===== config.mk =====
export PLATFORM = sky130hd
export DESIGN_NAME = tfrb_ctrl
export DESIGN_NICKNAME = d
export VERILOG_FILES = /design/src/hdl/threshold_filter_rank_buffer_assert.svh /design/src/hdl/tfrb_pkg.sv /design/src/hdl/tfrb_ctrl.sv
export SDC_FILE = /design/constraint.sdc
export NUM_CORES = 1
export LEC_CHECK = 0
export BUFFER_PORTS_ARGS = -buffer_cell sky130_fd_sc_hd__buf_2
export CORE_AREA = 5 5 42 44
export CTS_CLUSTER_SIZE = 10
export DETAILED_ROUTE_END_ITERATION = 7
export DIE_AREA = 0 0 47 49
export SYNTH_ARGS = -nofsm -noshare
export SYNTH_HDL_FRONTEND = slang
export SYNTH_SLANG_ARGS = --single-unit

===== constraint.sdc =====
create_clock -name clk -period 1.9 [get_ports clk]
set_input_delay 0.285 -clock clk [delete_from_list [all_inputs] [get_ports clk]]
set_output_delay 0.285 -clock clk [all_outputs]
set_load 0.005 [all_outputs]

===== src/hdl/threshold_filter_rank_buffer_assert.svh =====
// Assertion macros for the threshold filter rank buffer.
`ifndef THRESHOLD_FILTER_RANK_BUFFER_ASSERT_SVH
`define THRESHOLD_FILTER_RANK_BUFFER_ASSERT_SVH
`ifndef SYNTH
`define TFRB_ASSERT(lbl, cond) \
    lbl: assert property (@(posedge clk) disable iff (!rst_n) (cond)) \
        else $error("assertion failed");
`define TFRB_ASSERT_IMP(lbl, ante, cons) \
    lbl: assert property (@(posedge clk) disable iff (!rst_n) (ante) |-> (cons)) \
        else $error("assertion failed");
`define TFRB_ASSERT_NEXT(lbl, ante, cons) \
    lbl: assert property (@(posedge clk) disable iff (!rst_n) (ante) |=> (cons)) \
        else $error("assertion failed");
`else
`define TFRB_ASSERT(lbl, cond)
`define TFRB_ASSERT_IMP(lbl, ante, cons)
`define TFRB_ASSERT_NEXT(lbl, ante, cons)
`endif
`endif


===== src/hdl/tfrb_pkg.sv =====
// Shared constants, codes and controller/datapath types for the rank buffer.
package tfrb_pkg;

    localparam int CAPACITY     = 256;
    localparam int FILE_ID_BITS = 16;
    localparam int SCORE_W      = 16;
    localparam int FID_IN_W     = 16;
    localparam int RANK_W       = 8;
    localparam int KEPT_W       = 9;
    localparam int KEPT_MAX     = 511;
    localparam int CNT_W        = $clog2(CAPACITY + 1);
    localparam int IDX_W        = $clog2(CAPACITY);
    localparam int ENTRY_W      = SCORE_W + FILE_ID_BITS;
    localparam logic signed [SCORE_W-1:0] THRESH_RESET = 16'sd4096;

    typedef enum logic [1:0] {
        CMD_CLEAR = 2'd0,
        CMD_OFFER = 2'd1,
        CMD_READ  = 2'd2,
        CMD_NOP   = 2'd3
    } cmd_t;

    typedef enum logic [2:0] {
        S_IDLE,
        S_FETCH,
        S_SHIFT,
        S_PLACE,
        S_READ,
        S_DONE
    } state_t;

    typedef enum logic [1:0] {
        RD_RANK,
        RD_J1,
        RD_J2
    } rd_sel_t;

    typedef struct packed {
        logic    load;
        logic    clear;
        rd_sel_t rd_sel;
        logic    shift;
        logic    place;
        logic    out_load;
    } ctrl_cmd_t;

    typedef struct packed {
        logic qual;
        logic rd_ok;
        logic j_zero;
        logic j_one;
        logic greater;
        logic out_free;
    } dp_status_t;

endpackage


===== src/hdl/tfrb_ctrl.sv =====
// Controller state machine: sequences accept, insertion walk, read and delivery.
module tfrb_ctrl
    import tfrb_pkg::*;
(
    input  logic       clk,
    input  logic       rst_n,
    input  logic       in_valid,
    input  logic [1:0] command,
    input  dp_status_t status,
    output logic       in_stall,
    output ctrl_cmd_t  ctrl
);

    state_t state_reg;
    state_t state_next;

    always_ff @(posedge clk or negedge rst_n)
    begin
        if (!rst_n)
        begin
            state_reg <= S_IDLE;
        end
        else
        begin
            state_reg <= state_next;
        end
    end

    always_comb
    begin
        state_next    = state_reg;
        in_stall      = 1'b1;
        ctrl          = '0;
        ctrl.rd_sel   = RD_RANK;
        unique case (state_reg)
            S_IDLE:
            begin
                in_stall = 1'b0;
                if (in_valid)
                begin
                    ctrl.load = 1'b1;
                    unique case (cmd_t'(command))
                        CMD_CLEAR:
                        begin
                            ctrl.clear = 1'b1;
                            state_next = S_DONE;
                        end
                        CMD_OFFER: state_next = status.qual ? S_FETCH : S_DONE;
                        CMD_READ:  state_next = status.rd_ok ? S_READ : S_DONE;
                        CMD_NOP:   state_next = S_DONE;
                        default:   state_next = S_DONE;
                    endcase
                end
            end
            S_FETCH:
            begin
                ctrl.rd_sel = RD_J1;
                state_next  = status.j_zero ? S_PLACE : S_SHIFT;
            end
            S_SHIFT:
            begin
                if (status.greater)
                begin
                    ctrl.shift  = 1'b1;
                    ctrl.rd_sel = RD_J2;
                    state_next  = status.j_one ? S_PLACE : S_SHIFT;
                end
                else
                begin
                    state_next = S_PLACE;
                end
            end
            S_PLACE:
            begin
                ctrl.place = 1'b1;
                state_next = S_DONE;
            end
            S_READ:
            begin
                state_next = S_DONE;
            end
            S_DONE:
            begin
                if (status.out_free)
                begin
                    ctrl.out_load = 1'b1;
                    state_next    = S_IDLE;
                end
            end
            default:
            begin
                state_next = S_IDLE;
            end
        endcase
    end

endmodule


==> out/metrics.csv, run 1 <==
metric,value,unit
FMAX,632,MHz
Pleak,0.000251,uW
Die W,47,um
Syn Area/Cell,8.89,sq um
# IOs,19,
clock tree buffer depth,2,
Vias/cell,4.55,
1st-iter DRT viols,2,
asr flop ratio synth,1.00,
P&R area growth vs syn,33.6,%
Max IR drop VDD,414,uV
clock share of power,0.199,
Startpoint Class,flop,
Rel. slew slack,0.766,
total number of vias,341,
Final Util,0.330,
Final Worst Setup Slack,0.317,ns
max reg flops,3,
Final Wtd Congestion,0.731,
Pwr per Cell Area,1230,mW/mm^2
IO buf count,18,
Sw Share,0.406,
Flop pwr share,0.308,
Post-Place Cells,70,
Fin Setup TNS,0,ns
# rows,14,
Worst-path clk slew,0.04,ns
nets@finish,74,
Yosys reg bits,3,
worst-margin pin slew,0.351,ns
Required @ worst endpoint,1.62,ns
CTS sink cnt,3,
Final Power,569,uW
register area share after synthesis,0.217,
Final Hold Viols,0,
top cell type's share of synthesized area,0.217,
# diodes,0,
"Cell Count, Final, Fillers Out",75,
vias in the first global route,337,
Hold WC Path Type,input pin to async pin,
CP arrival,1.30,ns
Total Routing Usage GR,0.0711,
CP max FO,11,
setup violators final,0,
CP Capture Type,output pin,
Synth Instances,39,
CTS tree,yes,
Synth cell types,27,
Root Driver,clkbuf_4,
area of the mapped netlist,347,sq um
post_cts resized,0,
gr ovfl total,0,
Starting Density,0.247,
Final period util,0.833,
WL final,772,um
Switch Pwr,231,uW
Syn Nets,53,
status,"complete, no violations",
Place WS,0.552,ns
CTS buffer count,3,
"Primary FF master, synth",dfrtp_1,
Synth area leaders,"dfrtp_1, ha_1, buf_6",
RSZ-0062 raised after global routing,no,
share of layout cells above drive strength 1,0.475,
H-tree depth,1,
"Clk Latency, worst-skew pair",0.23,ns
Die Height,49,um
post-detail-place hpwl,637,um
WS Path Type,flop to output pin,
fin. max-slew vios,0,
Final Skew,0.00291,ns
drt pass-1 iters,2,
global-route wire length before repair,1240,um
drt wl/cell,10.3,um
fillcell total,152,
core area,0.00140,sq mm
Residual DRC,0,
Synth area leader,dfrtp_1,
Post-synth EDFFs,0,
Comb pwr share,0.492,
ANT nets after route,0,
fin crit period,1.58,ns
largest net degree at the start of global routing,12,
die area,0.00230,sq mm
internal power,338,uW
antenna violations before repair,0,
maxcap violations,0,
"Warnings, synthesis",0,
-- power groups by stage --
stage	Combinational, uW	Clock [uW]	Sequential, uW
floorplan	307	0	108
detailed placement	283	0	177
CTS	287	117	176
finish	280	113	176
global placement	281	0	175
global route	314	121	187
-- final cells by class --
type                    count  area (sq um)  share of cell area
multi-input cells          28           223               0.481
repair buffers             19           100               0.216
flip-flops and latches      3          75.1               0.162
clock buffers               4          26.3              0.0568
well taps                  16          20.0              0.0432
inverters                   5          18.8              0.0405
-- synthesized netlist by cell type, types with 2 or more instances --
library cell,instances
and2_1,2
and3b_1,2
buf_6,2
dfrtp_1,3
ha_1,3
inv_1,5
o21ai_0,2
-- timing repair --
action / 4_1_cts / 5_1_grt
hold buffers: 1 / 0
hold endpoints to repair: 3 / 0
buffers inserted: 0 / 0
setup endpoints to repair: 0 / 0
-- worst max-delay path, stage by stage, from the launching register on --
cell     delay [ns]
dfrtp_1        0.47
nor3_1         0.31
and3_1         0.18
buf_2          0.10
-- per-stage QoR --
stage | hold slack [ns] | area (sq um)
floorplan | -0.0106 | 347
global placement | 0.0825 | 427
detailed placement | 0.0829 | 427
CTS | 0.369 | 463
global route | 0.397 | 463
finish | 0.371 | 463
-- cell families after synthesis --
logic type / count (synthesis) / synth area share
and+or+nand+nor: 15 / 0.329
xor gates and xnor gates: 1 / 0.0253
DFF: 3 / 0.217
buffers and inverters: 8 / 0.141
AOI/OAI and AO/OA: 9 / 0.181
adders and majority gates: 3 / 0.108
-- layout by cell type, fill, tap and decap left out, types with 2 or more instances in the layout --
master    count
o21ai_0       2
ha_1          3
buf_2        18
dfrtp_1       3
and3b_1       2
clkbuf_4      3
inv_1         5
and2_1        2
-- worst paths after layout --
kind	from	to	slack (ns)	cells past startpoint
setup reg to reg	state_reg[0]$_DFFE_PN0P_	state_reg[0]$_DFFE_PN0P_	0.67	4
max in group asynchronous	rst_n	state_reg[1]$_DFFE_PN0P_	1.42	2
setup / recovery	state_reg[0]$_DFFE_PN0P_	ctrl[5]	0.32	3
hold reg to reg	state_reg[2]$_DFFE_PN0P_	state_reg[1]$_DFFE_PN0P_	0.67	1
hold / removal	rst_n	state_reg[2]$_DFFE_PN0P_	0.37	2
min in group clk	status[3]	state_reg[0]$_DFFE_PN0P_	0.42	3
-- metal layers --
layer,vias to the layer above,track usage,share of wire
met5,-,0,0
met4,0,0.0415,0
met3,0,0.0185,0.091
met2,15,0.113,0.51
met1,152,0.0813,0.40
li1,174,-,-
No activity file was read; power rests on OpenSTA's default activity.
==> run 2, diff against run 1 <==
clock period = 1.3 ns   (was 1.9 ns; I/O delays follow)
==> out/metrics.csv, run 2 (synthesis gave the netlist of run 1 again) <==
metric,value,unit
setup violators final,6,
Final Hold Viols,0,
Final Power,1050,uW
fin crit period,1.34,ns
WL final,832,um
Worst-path clk slew,0.04,ns
reg-to-reg endpoint,state_reg[0]$_DFFE_PN0P_,
multi-input logic area,236,sq um
WS Path Type,flop to output pin,
share of layout cells above drive strength 1,0.576,
Root Driver,clkbuf_4,
"Clk Latency, worst-skew pair",0.23,ns
gr ovfl total,0,
Post-Place Cells,72,
Required @ worst endpoint,1.11,ns
drt wl/cell,10.1,um
Starting Density,0.247,
CP Capture Type,output pin,
CTS tree,yes,
"Cell Count, Final, Fillers Out",82,
Die Height,49,um
total number of vias,363,
core area,0.00140,sq mm
Max stage delay on crit path,0.47,ns
Hold WC Path Type,input pin to async pin,
"most common cell after layout, fill and taps aside",buf_2,
max reg flops,3,
# diodes,0,
fillcell total,149,
status,"complete, but fails checks",
die area,0.00230,sq mm
Final period util,1.03,
Pwr per Cell Area,1930,mW/mm^2
sequential cell area,76.3,sq um
Total Routing Usage GR,0.0846,
Pleak,0.000291,uW
most frequent cells in the layout,"buf_2, buf_4, inv_1",
global-route wire length before repair,1410,um
CP Buf/Inv Count,1,
IO buf count,18,
H-tree depth,1,
clock tree buffer depth,2,
slowest cell on the critical path,dfrtp_2,
Final Wtd Congestion,0.703,
Die W,47,um
# rows,14,
ANT nets after route,0,
R2R depth,4,
worst-path cell chain,"nor3_2, and3_1, buf_2",
Max IR drop VDD,693,uV
nets@finish,81,
1st-iter DRT viols,4,
CTS sink cnt,3,
worst-margin pin slew,0.191,ns
FMAX,746,MHz
maxcap violations,0,
RSZ-0062 raised after global routing,yes,
CP max FO,7,
drt pass-1 iters,4,
Vias/cell,4.43,
largest net degree at the start of global routing,8,
fin. max-slew vios,0,
P&R area growth vs syn,56.0,%
# IOs,19,
Rel. slew slack,0.873,
"CP delay by family, top",flip-flops,
Final Skew,0.00521,ns
RR Startpoint,state_reg[2]$_DFFE_PN0P_,
failing checks,setup timing,
vias in the first global route,349,
CTS buffer count,3,
Residual DRC,0,
Final Worst Setup Slack,-0.0406,ns
antenna violations before repair,0,
Startpoint Class,flop,
CP arrival,1.15,ns
post-detail-place hpwl,671,um
Worst R2R Setup Slack,0.07,ns
## run 2: layer usage
metal,wire length [um],up-vias,global-route usage
met4,0,0,0.0691
met2,442,13,0.133
met3,69,0,0.0185
met1,321,162,0.0903
li1,-,188,-
met5,0,-,0
## run 2: worst max path at each step
stage	from	to	slack [ns]	depth (start not counted)
after floorplan	state_reg[0]$_DFFE_PN0P_	state_reg[0]$_DFFE_PN0P_	0.17	5
after global placement	state_reg[2]$_DFFE_PN0P_	ctrl[5]	0.05	3
after detailed placement	state_reg[2]$_DFFE_PN0P_	ctrl[5]	0.05	3
after CTS	state_reg[1]$_DFFE_PN0P_	ctrl[5]	-0.05	3
after global routing	state_reg[2]$_DFFE_PN0P_	ctrl[5]	-0.12	3
final	state_reg[2]$_DFFE_PN0P_	ctrl[5]	-0.04	3
## run 2: area by class of cell
cell class	instances	area share
clock buffer	4	0.0486
inverter	5	0.0347
multi-input combinational	28	0.438
sequential	3	0.141
tap	16	0.0370
timing repair buffer	26	0.301
## run 2: where the power goes
group / total, uW / switching (uW) / internal (uW)
Combinational: 657 / 258 / 399
Sequential: 226 / 82.1 / 144
Clock: 162 / 47.2 / 115
## run 2: metrics by stage
step | TNS (ns) | area (sq um) | hold WS [ns] | util | worst slack [ns]
5_1_grt | -0.626 | 541 | 0.306 | 0.386 | -0.115
4_1_cts | -0.166 | 527 | 0.279 | 0.376 | -0.0536
3_3_place_gp | 0 | 442 | -0.00902 | 0.315 | 0.0509
2_1_floorplan | 0 | 347 | -0.101 | - | 0.171
6_report | -0.128 | 541 | 0.280 | 0.386 | -0.0406
3_5_place_dp | 0 | 442 | -0.00801 | 0.315 | 0.0507
## run 2: repair_timing
item                                    CTS  global route
endpoints found under the hold margin     3             0
gates cloned                              0             0
endpoints found under the setup margin    8             9
setup buffers                             4             1
pin swaps                                 5             3
hold buffers                              1             0
resized for setup                         5             1
